`src/assert_macros.svh`:
```
// Assertion helpers shared by the RTL files.
// Both macros check on the rising clock edge and are quiet while reset is low.
`ifndef ASSERT_MACROS_SVH
`define ASSERT_MACROS_SVH
`ifndef ASSERT_OFF
// The property must hold in the same cycle as the condition.
`define ASSERT_IMPL(label, clk, rst_n, cond, prop) \
    label: assert property (@(posedge clk) disable iff (!(rst_n)) (cond) |-> (prop)) \
        else $error("assertion failed");
// The property must hold in the cycle after the condition.
`define ASSERT_NEXT(label, clk, rst_n, cond, prop) \
    label: assert property (@(posedge clk) disable iff (!(rst_n)) (cond) |=> (prop)) \
        else $error("assertion failed");
`else
`define ASSERT_IMPL(label, clk, rst_n, cond, prop)
`define ASSERT_NEXT(label, clk, rst_n, cond, prop)
`endif
`endif

```
`src/sswa_pkg.sv`:
```
`default_nettype none

package sswa_pkg;

    // Fixed-point scale of the score.
    localparam int SCALE_SHIFT = 10;
    localparam int DEN_SHIFT   = SCALE_SHIFT + 1;

    // Datapath widths.
    localparam int WIN_W     = 5;
    localparam int WSQ_W     = 2 * WIN_W;
    localparam int MUL_W     = 33;
    localparam int DEN_W     = 64 - DEN_SHIFT;
    localparam int DVD_W     = 63;
    localparam int DIV_CNT_W = $clog2(DVD_W);
    localparam int STEP_W    = 4;

    localparam logic [WIN_W-1:0] WIN_RESET = WIN_W'(8);

    // Configuration register indexes.
    localparam int CFG_IDX_W = 2;
    localparam logic [CFG_IDX_W-1:0] CFG_C1  = 2'd0;
    localparam logic [CFG_IDX_W-1:0] CFG_C2  = 2'd1;
    localparam logic [CFG_IDX_W-1:0] CFG_WIN = 2'd2;

    // Steps of the preparation sequence: a product issued in one step is
    // taken from the multiplier register in the following step.
    localparam logic [STEP_W-1:0] ST_WSQ     = 4'd0;
    localparam logic [STEP_W-1:0] ST_MXY     = 4'd1;
    localparam logic [STEP_W-1:0] ST_MXX     = 4'd2;
    localparam logic [STEP_W-1:0] ST_MYY     = 4'd3;
    localparam logic [STEP_W-1:0] ST_PRQ     = 4'd4;
    localparam logic [STEP_W-1:0] ST_PCQ     = 4'd5;
    localparam logic [STEP_W-1:0] ST_PXS     = 4'd6;
    localparam logic [STEP_W-1:0] ST_PXS_CAP = 4'd7;
    localparam logic [STEP_W-1:0] ST_TERMS   = 4'd8;
    localparam logic [STEP_W-1:0] ST_NUM     = 4'd9;
    localparam logic [STEP_W-1:0] ST_DEN     = 4'd10;
    localparam logic [STEP_W-1:0] ST_DEN_CAP = 4'd11;
    localparam logic [STEP_W-1:0] ST_SUM     = 4'd12;
    localparam logic [STEP_W-1:0] ST_MAG     = 4'd13;

    // Steps of the score squaring sequence: each partial product is taken
    // from the multiplier register in the step right after it is issued.
    localparam logic [STEP_W-1:0] SQ_LO     = 4'd0;
    localparam logic [STEP_W-1:0] SQ_LO_CAP = 4'd1;
    localparam logic [STEP_W-1:0] SQ_X      = 4'd2;
    localparam logic [STEP_W-1:0] SQ_X_CAP  = 4'd3;

    // Sequencer states.
    typedef enum logic [6:0] {
        S_IDLE   = 7'b0000001,
        S_PREP   = 7'b0000010,
        S_DSTART = 7'b0000100,
        S_DWAIT  = 7'b0001000,
        S_FIX    = 7'b0010000,
        S_SQR    = 7'b0100000,
        S_ACC    = 7'b1000000
    } t_state;

    // One window's statistics.
    typedef struct packed {
        logic [15:0] ref_sum;
        logic [15:0] cmp_sum;
        logic [31:0] ref_square_sum;
        logic [31:0] cmp_square_sum;
        logic [31:0] cross_sum;
        logic        last_window;
    } t_in_item;

    // One window's score and the running totals.
    typedef struct packed {
        logic signed [63:0] window_ssim;
        logic signed [63:0] ssim_total;
        logic signed [63:0] ssim_square_total;
        logic [31:0]        window_count;
        logic               is_last;
    } t_out_item;

    // Divider status toward the sequencer.
    typedef struct packed {
        logic busy;
        logic done;
    } t_div_stat;

endpackage

`default_nettype wire

```
`src/sswa_mul.sv`:
```
`default_nettype none

module sswa_mul
    import sswa_pkg::*;
(
    input  wire logic                    i_clk,
    input  wire logic signed [MUL_W-1:0] i_a,
    input  wire logic signed [MUL_W-1:0] i_b,
    output logic [63:0]                  o_prod
);

    logic signed [2*MUL_W-1:0] w_full;
    logic [63:0]               r_prod;

    // Signed product; unsigned operands arrive zero-extended by at least one bit.
    assign w_full = i_a * i_b;

    // The low 64 bits are registered before anything uses them.
    always_ff @(posedge i_clk) begin
        r_prod <= w_full[63:0];
    end

    assign o_prod = r_prod;

endmodule

`default_nettype wire

```
`config.mk`:
```
export PLATFORM = sky130hd
export DESIGN_NAME = sswa_mul
export DESIGN_NICKNAME = d
export VERILOG_FILES = /design/src/assert_macros.svh /design/src/sswa_pkg.sv /design/src/sswa_mul.sv
export SDC_FILE = /design/constraint.sdc
export NUM_CORES = 2
export LEC_CHECK = 0
export ABC_AREA = 1
export CAP_MARGIN = 10
export CELL_PAD_IN_SITES_DETAIL_PLACEMENT = 1
export CELL_PAD_IN_SITES_GLOBAL_PLACEMENT = 2
export CORE_ASPECT_RATIO = 1.2
export CORE_MARGIN = 2
export CORE_UTILIZATION = 41
export CTS_BUF_LIST = sky130_fd_sc_hd__clkbuf_2 sky130_fd_sc_hd__clkbuf_4 sky130_fd_sc_hd__clkbuf_8
export DETAILED_ROUTE_END_ITERATION = 8
export DONT_BUFFER_PORTS = 1
export GPL_TIMING_DRIVEN = 1
export HOLD_SLACK_MARGIN = 0.05
export PLACE_DENSITY_LB_ADDON = 0.25
export REMOVE_ABC_BUFFERS = 1
export SLEW_MARGIN = 20
export SYNTH_ARGS = -nofsm -noshare
export SYNTH_HDL_FRONTEND = slang
export SYNTH_SLANG_ARGS = --single-unit
```
`constraint.sdc`:
```
create_clock -name i_clk -period 9.29 [get_ports i_clk]
set_input_delay 0.4645 -clock i_clk [delete_from_list [all_inputs] [get_ports i_clk]]
set_output_delay 0.4645 -clock i_clk [all_outputs]
set_load 0.02 [all_outputs]
```
==> results.sh <==
export IMPL_cts_clk_slew_worst_paths_ns=0.11
export IMPL_pin_count=131
export IMPL_first_pass_iters=5
export IMPL_cts_buffers=9
export IMPL_final_cell_mix="inv_1 (1799), nand2_1 (1431), fa_1 (1125), ha_1 (212), nor2_1 (129)"
export IMPL_status="finished clean"
export IMPL_cp_data_arrival_time_ns=7.72
export IMPL_grt_max_degree=36
export IMPL_synthSimpleGateAreaFrac_pct=16.0
export IMPL_crit_top_cell="fa_1"
export IMPL_cts_sinks=64
export IMPL_die_h_um=355
export IMPL_place_area_sq_um=42800
export IMPL_die_x_um=296
export IMPL_cts_setup_buffers=0
export IMPL_synth_top_family_by_area="adder cells"
export IMPL_drt_initial_drc_count=1476
export IMPL_fin_area_sq_um=43000
export IMPL_mostFrequentLayoutCell="inv_1"
export IMPL_cp_max_fo=33
export IMPL_yosysUniqueCellTypes=32
export IMPL_hp_start="i_a[0]"
export IMPL_synth_area_mux_share_pct=0
export IMPL_setup_viol=0
export IMPL_route_detailed_wl_per_inst_um=22.0
export IMPL_startpoint_type="primary input"
export IMPL_fin_crit_sh_pct=79.2
export IMPL_initial_core_util_pct=41.4
export IMPL_hold_viol=0
export IMPL_ys_ff_latch=64
export IMPL_dieArea_sq_um=105000
export IMPL_area_growth_syn_to_layout_pct=2.33
export IMPL_routed_wl_um=142000
export IMPL_dp_hpwl_um=119000
export IMPL_drc=0
export IMPL_cp_required_ns=9.65
export IMPL_largest_register_ffs=64
export IMPL_synthAdderAreaFrac_pct=59.9
export IMPL_drive_gt1_share_pct=1.43
export IMPL_final_nets=6505
export IMPL_rows=128
export IMPL_synth_area_sq_um=42000
export IMPL_coreArea_sq_um=102000
export IMPL_cts_resized=0
export IMPL_clockRootBuffer="clkbuf_8"
export IMPL_hold_class="in2reg"
export IMPL_drv_cap=0
export IMPL_rsz0062_at_grt="false"
export IMPL_fin_setup_tns_ns=0
export IMPL_cp_end_kind="register"
export IMPL_crit_type="in2reg"
export IMPL_drv_slew=0
export IMPL_dr_total_vias=31600
export IMPL_grt_ovfl_total=0
export IMPL_viasPerCell=4.88
export IMPL_gp_routability_congestion=0.890
export IMPL_yosysSeqAreaShare_pct=3.05
export IMPL_cpMaxStageDelayCell="fa_1"
export IMPL_ctsHoldBuffers=0
export IMPL_synth_warnings=0
export IMPL_htreeDepth=3
export IMPL_grt_pass1_vias=36500
export IMPL_antenna_found_initial=5
export IMPL_worst_pin_slew_ns=0.747
export IMPL_synth_compound_area_share_pct=1.86
export IMPL_grt_first_pass_wirelength_um=222000
export IMPL_syn_inst=5349
export IMPL_ant_nets=0
export IMPL_cts_tree="built"
export IMPL_postSynthAreaPerCell_sq_um=7.86
export IMPL_holdPathStages=2
export IMPL_post_route_min_period_ns=7.35
export IMPL_fmax_mhz=136
export IMPL_place_port_buffers=0
export IMPL_relSlewSlack_pct=50.2
export IMPL_grt_usage_pct=28.5
export IMPL_critPathMaxStageDelay_ns=0.90
export IMPL_synth_xor_area_share_pct=0.750
export IMPL_clock_path_buffers=2
export IMPL_worstHoldEndpoint="o_prod[0]$_DFF_P_"
metal layers:
metal / share of wire, % / vias up / track usage (%)
met5: 0 / - / 0
met4: 2.9 / 0 / 7.65
met3: 3.1 / 161 / 2.66
met2: 54 / 557 / 52.7
met1: 40 / 16900 / 35.3
li1: - / 14000 / -
cells by family (layout without fill, tap and decap cells):
family,Yosys count,after routing
simple gates,1706,1706
flops,64,64
fa+ha+maj,1337,1337
buf+inv,2063,1820
compound gates,143,143
xor+xnor,36,36
other cells,0,3
final cells by class:
class	instances	area [sq um]
Tap cell	1365	1710
Inverter	1800	6760
Antenna cell	3	7.51
Clock buffer	9	124
Fill cell	12600	58500
Sequential cell	64	1280
Multi-Input combinational cell	3222	33000
Clock inverter	7	100
Timing Repair Buffer	4	30.0
through the flow:
step / worst slack, ns / hold WS (ns) / util, % / std cells
after floorplan: 2.31 / 0.558 / - / 5086
after global placement: 1.65 / 0.688 / 42.1 / 6455
after detailed placement: 1.48 / 0.700 / 42.1 / 6455
after CTS: 1.99 / 0.208 / 42.4 / 6471
after global routing: 1.58 / 0.241 / 42.4 / 6472
final: 1.94 / 0.258 / 42.4 / 6474
worst max-delay path, delay by kind of cell:
family / cells / cell delay, ns
adders and majority gates: 9 / 4.93
buffers and inverters: 7 / 1.05
and+or+nand+nor: 9 / 1.19
worst max path at each step:
stage	endpoint	start
final	o_prod[58]$_DFF_P_	i_a[32]
after global routing	o_prod[50]$_DFF_P_	i_a[32]
after CTS	o_prod[58]$_DFF_P_	i_a[32]
after detailed placement	o_prod[50]$_DFF_P_	i_a[32]
after global placement	o_prod[50]$_DFF_P_	i_a[32]
after floorplan	o_prod[50]$_DFF_P_	i_b[0]
Yosys cell counts (all sizes together):
cell type / instances / area, sq um
buf: 2 / 10.0
a21oi: 76 / 384
ha: 212 / 2650
o21a: 1 / 7.51
inv: 1799 / 6750
nor4: 1 / 12.5
a21o: 5 / 37.5
xnor2: 5 / 43.8
xor2: 31 / 272
nor3: 10 / 70.1
nor2: 148 / 613
or2: 6 / 37.5
nand3b: 2 / 15.0
nand3: 72 / 390
clkbuf: 261 / 980
fa: 1125 / 22500
and3: 1 / 6.26
dfxtp: 64 / 1280
nand4: 20 / 125
o21bai: 18 / 135
o21ai: 43 / 219
nand2: 1446 / 5470
clkinv: 1 / 3.75
Power is left out: the tool's default activity adds up to more than one toggle a clock period on the data nets, which glitch-free logic cannot reach.
