<file path="src/assert_macros.svh">
// Assertion helpers shared by the RTL files.
// Both macros check on the rising clock edge and are quiet while reset is low.
`ifndef ASSERT_MACROS_SVH
`define ASSERT_MACROS_SVH
`ifndef ASSERT_OFF
// The property must hold in the same cycle as the condition.
`define ASSERT_IMPL(label, clk, rst_n, cond, prop) \
    label: assert property (@(posedge clk) disable iff (!(rst_n)) (cond) |-> (prop)) \
        else $error("assertion failed");
// The property must hold in the cycle after the condition.
`define ASSERT_NEXT(label, clk, rst_n, cond, prop) \
    label: assert property (@(posedge clk) disable iff (!(rst_n)) (cond) |=> (prop)) \
        else $error("assertion failed");
`else
`define ASSERT_IMPL(label, clk, rst_n, cond, prop)
`define ASSERT_NEXT(label, clk, rst_n, cond, prop)
`endif
`endif

</file>
<file path="src/sswa_pkg.sv">
`default_nettype none

package sswa_pkg;

    // Fixed-point scale of the score.
    localparam int SCALE_SHIFT = 10;
    localparam int DEN_SHIFT   = SCALE_SHIFT + 1;

    // Datapath widths.
    localparam int WIN_W     = 5;
    localparam int WSQ_W     = 2 * WIN_W;
    localparam int MUL_W     = 33;
    localparam int DEN_W     = 64 - DEN_SHIFT;
    localparam int DVD_W     = 63;
    localparam int DIV_CNT_W = $clog2(DVD_W);
    localparam int STEP_W    = 4;

    localparam logic [WIN_W-1:0] WIN_RESET = WIN_W'(8);

    // Configuration register indexes.
    localparam int CFG_IDX_W = 2;
    localparam logic [CFG_IDX_W-1:0] CFG_C1  = 2'd0;
    localparam logic [CFG_IDX_W-1:0] CFG_C2  = 2'd1;
    localparam logic [CFG_IDX_W-1:0] CFG_WIN = 2'd2;

    // Steps of the preparation sequence: a product issued in one step is
    // taken from the multiplier register in the following step.
    localparam logic [STEP_W-1:0] ST_WSQ     = 4'd0;
    localparam logic [STEP_W-1:0] ST_MXY     = 4'd1;
    localparam logic [STEP_W-1:0] ST_MXX     = 4'd2;
    localparam logic [STEP_W-1:0] ST_MYY     = 4'd3;
    localparam logic [STEP_W-1:0] ST_PRQ     = 4'd4;
    localparam logic [STEP_W-1:0] ST_PCQ     = 4'd5;
    localparam logic [STEP_W-1:0] ST_PXS     = 4'd6;
    localparam logic [STEP_W-1:0] ST_PXS_CAP = 4'd7;
    localparam logic [STEP_W-1:0] ST_TERMS   = 4'd8;
    localparam logic [STEP_W-1:0] ST_NUM     = 4'd9;
    localparam logic [STEP_W-1:0] ST_DEN     = 4'd10;
    localparam logic [STEP_W-1:0] ST_DEN_CAP = 4'd11;
    localparam logic [STEP_W-1:0] ST_SUM     = 4'd12;
    localparam logic [STEP_W-1:0] ST_MAG     = 4'd13;

    // Steps of the score squaring sequence: each partial product is taken
    // from the multiplier register in the step right after it is issued.
    localparam logic [STEP_W-1:0] SQ_LO     = 4'd0;
    localparam logic [STEP_W-1:0] SQ_LO_CAP = 4'd1;
    localparam logic [STEP_W-1:0] SQ_X      = 4'd2;
    localparam logic [STEP_W-1:0] SQ_X_CAP  = 4'd3;

    // Sequencer states.
    typedef enum logic [6:0] {
        S_IDLE   = 7'b0000001,
        S_PREP   = 7'b0000010,
        S_DSTART = 7'b0000100,
        S_DWAIT  = 7'b0001000,
        S_FIX    = 7'b0010000,
        S_SQR    = 7'b0100000,
        S_ACC    = 7'b1000000
    } t_state;

    // One window's statistics.
    typedef struct packed {
        logic [15:0] ref_sum;
        logic [15:0] cmp_sum;
        logic [31:0] ref_square_sum;
        logic [31:0] cmp_square_sum;
        logic [31:0] cross_sum;
        logic        last_window;
    } t_in_item;

    // One window's score and the running totals.
    typedef struct packed {
        logic signed [63:0] window_ssim;
        logic signed [63:0] ssim_total;
        logic signed [63:0] ssim_square_total;
        logic [31:0]        window_count;
        logic               is_last;
    } t_out_item;

    // Divider status toward the sequencer.
    typedef struct packed {
        logic busy;
        logic done;
    } t_div_stat;

endpackage

`default_nettype wire

</file>
<file path="src/sswa_div.sv">
`default_nettype none
`include "assert_macros.svh"

module sswa_div
    import sswa_pkg::*;
(
    input  wire logic             i_clk,
    input  wire logic             i_rst_n,
    input  wire logic             i_start,
    input  wire logic [DVD_W-1:0] i_dividend,
    input  wire logic [DEN_W-1:0] i_divisor,
    output logic [DVD_W-1:0]      o_quot,
    output t_div_stat             o_stat
);

    localparam logic [DIV_CNT_W-1:0] DIV_LAST = DIV_CNT_W'(DVD_W - 1);

    logic                 r_busy;
    logic                 r_done;
    logic [DIV_CNT_W-1:0] r_cnt;
    logic [DEN_W-1:0]     r_rem;
    logic [DEN_W-1:0]     r_dvs;
    logic [DVD_W-1:0]     r_qd;

    logic [DEN_W:0]       w_shift;
    logic [DEN_W+1:0]     w_diff;
    logic                 w_ge;
    logic [DEN_W-1:0]     n_rem;

    // One restoring step: bring in the next dividend bit and try a subtract.
    assign w_shift = {r_rem, r_qd[DVD_W-1]};
    assign w_diff  = {1'b0, w_shift} - {2'b00, r_dvs};
    assign w_ge    = ~w_diff[DEN_W+1];
    assign n_rem   = w_ge ? w_diff[DEN_W-1:0] : w_shift[DEN_W-1:0];

    // Control: busy for one step per dividend bit, then a one-cycle done.
    always_ff @(posedge i_clk) begin
        if (!i_rst_n) begin
            r_busy <= 1'b0;
            r_done <= 1'b0;
            r_cnt  <= '0;
        end else if (i_start) begin
            r_busy <= 1'b1;
            r_done <= 1'b0;
            r_cnt  <= DIV_LAST;
        end else if (r_busy) begin
            r_cnt <= r_cnt - 1'b1;
            if (r_cnt == '0) begin
                r_busy <= 1'b0;
                r_done <= 1'b1;
            end
        end else begin
            r_done <= 1'b0;
        end
    end

    // Datapath: the dividend shifts out at the top while quotient bits
    // shift in at the bottom of the same register.
    always_ff @(posedge i_clk) begin
        if (i_start) begin
            r_rem <= '0;
            r_dvs <= i_divisor;
            r_qd  <= i_dividend;
        end else if (r_busy) begin
            r_rem <= n_rem;
            r_qd  <= {r_qd[DVD_W-2:0], w_ge};
        end
    end

    assign o_quot      = r_qd;
    assign o_stat.busy = r_busy;
    assign o_stat.done = r_done;

    // The partial remainder always stays below the divisor.
    `ASSERT_IMPL(a_rem_below_dvs, i_clk, i_rst_n, r_busy, r_rem < r_dvs)
    // A new division is only started once the previous one has finished.
    `ASSERT_IMPL(a_start_when_free, i_clk, i_rst_n, i_start, !r_busy)

endmodule

`default_nettype wire

</file>
<file path="config.mk">
export PLATFORM = sky130hd
export DESIGN_NAME = sswa_div
export DESIGN_NICKNAME = d
export VERILOG_FILES = /design/src/sswa_pkg.sv /design/src/sswa_div.sv
export VERILOG_INCLUDE_DIRS = /design/src /design/src/src
export SDC_FILE = /design/constraint.sdc
export NUM_CORES = 1
export LEC_CHECK = 0
export BUFFER_PORTS_ARGS = -buffer_cell sky130_fd_sc_hd__buf_2
export CAP_MARGIN = 0
export CORE_MARGIN = 2
export CORE_UTILIZATION = 45
export CTS_CLUSTER_DIAMETER = 60
export DETAILED_ROUTE_END_ITERATION = 16
export PLACE_DENSITY_LB_ADDON = 0.12
export SYNTH_ARGS = -nofsm -noshare
export SYNTH_HDL_FRONTEND = slang
export SYNTH_SLANG_ARGS = --single-unit
</file>
<file path="constraint.sdc">
create_clock -name i_clk -period 7.9 [get_ports i_clk]
set_input_delay 0.79 -clock i_clk [delete_from_list [all_inputs] [get_ports i_clk]]
set_output_delay 0.79 -clock i_clk [all_outputs]
set_load 0.05 [all_outputs]
</file>
==> results.py <==
metrics = {
    "run_status": {
        "status": "complete, no violations",
    },
    "floorplan": {
        "start_util_pct": 45.50,
        "die_h_um": 154.6,
        "fp.dieArea_um2": 23910,
        "io_pins": 184,
        "core_area_um2": 22430,
        "rows": 55,
        "fp.dieW_um": 154.6,
    },
    "cells_and_area": {
        "finalNonFillerCells": 1475,
        "area_growth_pct": 16.53,
        "final_util_pct": 53.03,
        "diodes": 0,
        "final_nets": 1352,
        "drive_above_1_share_pct": 25.97,
    },
    "place": {
        "dpl.cell_count": 1443,
        "place.gp.congestion": 0.8362,
        "portBuffers": 183,
        "dp.final_hpwl_um": 17620,
    },
    "detailed_routing": {
        "wl_met1_um": 11240,
        "final_antenna_net_count": 0,
        "top_layer_used": "met4",
        "drt_pre_antenna_iters": 5,
        "wl_met2_um": 11760,
        "met3_length_um": 1521,
        "vias_per_cell": 5.479,
        "vias": 8081,
        "route.detailed.drc": 0,
        "drt_wl_total_um": 24800,
        "drt-initial-drc-count": 387,
        "wl_per_cell_um": 16.81,
    },
    "yosys": {
        "synth_edf_count": 116,
        "ys_async_sr_fraction_pct": 0,
        "syn-mean-instance-area_um2": 9.999,
        "synth-seq-area-share_pct": 46.08,
        "ys_types": 67,
        "ys.flop_type": "edfxtp_1",
        "synth_nets": 1196,
        "ys_ff_latch": 177,
        "synth_area_um2": 10210,
        "synth_cells": 1021,
        "yosysWarningCount": 0,
    },
    "sta": {
        "setup_violations": 0,
        "period_minus_slack_ns": 3.825,
        "relSlewSlack_pct": 33.85,
        "hold-worst-slack_ns": 0.4822,
        "fmax_mhz": 261.4,
        "worst_slew_pin_slew_ns": 0.9887,
        "final_hold_viol_count": 0,
        "rsz0062_at_grt": "false",
        "slew_violations": 0,
        "finalSetupTns_ns": 0,
        "fin_crit_sh_pct": 48.42,
        "skew_ns": 0.01310,
    },
    "cts": {
        "postCtsSetupBuffers": 0,
        "post_cts_resized": 0,
        "clock_sinks": 177,
        "cts_hold_buf": 0,
        "cts_buffers": 17,
        "cts-root-buf": "clkbuf_16",
        "cts_tree": "built",
        "worstSkewPairLatency_ns": 0.44,
        "htreeDepth": 4,
        "clock_path_buffers": 2,
        "clkTransAtPathRegs_ns": 0.08,
    },
    "worst_hold_path": {
        "hp-class": "flip-flop to flip-flop",
    },
    "setup_path": {
        "cp-start-kind": "flip-flop",
        "worstPathRequired_ns": 8.25,
        "slowest_stage": "nand2_2",
        "critPathMaxFanout": 44,
        "arrival_ns": 4.17,
        "cp-end-kind": "flip-flop",
        "crit_chain": "inv_1 -> ha_1 -> inv_1 -> fa_1 -> a211oi_1 -> o21ai_2 -> a21boi_1 -> a31oi_4 -> o21ai_2 -> o211ai_1 -> nand2_2 -> nand2_1 -> a311oi_2",
        "r2r_setup_slack_ns": 4.08,
        "critPathMaxStageDelay_ns": 0.76,
        "path_class": "flip-flop to flip-flop",
        "cp_top_family": "compound AO/OA/AOI/OAI gates",
        "worst-path-buf-inv": 2,
    },
    "global_routing": {
        "grt_pass1_wl_um": 40100,
        "grt_overflow": 0,
        "grtUsageTotal_pct": 20.88,
        "grt_pass1_vias": 8016,
        "antenna_found_initial": 0,
        "grt_max_degree": 65,
    },
    "power_and_ir_drop": {
        "power_leakage_nw": 4.976,
        "vdd_drop_max_mv": 0.1325,
        "p_per_area_nw_per_um2": 221.7,
    },
    "job": {
        "cap_viol_max_count": 0,
    },
}
## where the power goes
group	switching, W	internal [W]
logic	0.000416	0.000219
registers	0.0000453	0.00108
clock network	0.000443	0.000436
## metal layers
| layer | up-vias | global-route usage, % |
|---|---|---|
| met2 | 214 | 35.03 |
| met3 | 16 | 6.052 |
| met4 | 0 | 4.453 |
| met5 | - | 0 |
| li1 | 4030 | - |
| met1 | 3821 | 26.91 |
## metrics by stage
step	instance area, µm²	total power, W	setup slack (ns)
2_1_floorplan	10210	0.001621	4.684
3_3_place_gp	11260	0.001770	4.255
3_5_place_dp	11260	0.001775	4.134
4_1_cts	11900	0.002661	4.106
5_1_grt	11900	0.002764	3.728
6_report	11900	0.002637	4.075
## cell type report
| class | instances | area (µm²) |
|---|---|---|
| Sequential cell | 177 | 4706 |
| Tap cell | 285 | 356.6 |
| Inverter | 73 | 274.0 |
| Clock inverter | 15 | 206.4 |
| Multi-Input combinational cell | 719 | 4961 |
| Timing Repair Buffer | 189 | 967.2 |
| Fill cell | 2093 | 10540 |
| Clock buffer | 17 | 425.4 |
## Yosys cell counts, types with 23 or more instances
library cell	count	area (µm²)
o21ai_0	49	245.2
nor3_1	23	115.1
nor2_1	67	251.5
mux2_2	63	709.4
inv_1	73	274.0
a21oi_1	74	370.4
dfxtp_1	61	1221
clkbuf_1	27	101.4
edfxtp_1	116	3483
ha_1	55	688.2
nand2_1	129	484.2
xnor2_1	26	227.7
## state kept, by name, indices dropped and copies added (netlist names)
signal  cells
r_busy      1
r_cnt       6
o_quot     63
r_rem      53
r_done      1
r_dvs      53
## final timing paths
check	from	end	depth (start not counted)
worst max register to register	o_quot[62]$_DFFE_PP_	r_rem[40]$_SDFFE_PP0P_	13
worst min-delay path	r_done$_SDFFE_PP0P_	r_done$_SDFFE_PP0P_	2
worst max-delay path	o_quot[62]$_DFFE_PP_	r_rem[40]$_SDFFE_PP0P_	13
worst min register to register	r_done$_SDFFE_PP0P_	r_done$_SDFFE_PP0P_	2
## logic make-up after synthesis
logic type                 Yosys count  synth area share (%)
muxes                               71                 7.734
xor gates and xnor gates            46                 3.947
buffers and inverters              125                 5.344
AOI/OAI and AO/OA                  256                 17.07
and+or+nand+nor                    290                 12.88
adders and majority gates           56                 6.937
DFF                                177                 46.08
## layout by cell type (no fill, tap or decap), drive strengths merged, types with 8 or more instances in the layout
master	count
buf	189
nand2	130
edfxtp	116
inv	78
a21oi	74
nor2	68
mux2	63
dfxtp	61
o21ai	57
ha	55
a311oi	29
xnor2	26
nor3	24
xor2	20
nand4	18
clkbuf	17
a21o	15
nand3	15
o21bai	12
clkinv	10
o211ai	9
o21a	8
mux2i	8
a31oi	8
## worst register-to-register path, stage by stage (launching register included)
cell and delay (ns):
edfxtp_1 0.42, inv_1 0.08, ha_1 0.15, inv_1 0.05, fa_1 0.42, a211oi_1 0.30
o21ai_2 0.14, a21boi_1 0.31, a31oi_4 0.16, o21ai_2 0.28, o211ai_1 0.16, nand2_2 0.76
nand2_1 0.21, a311oi_2 0.31
(Power assumes the default switching activity.)
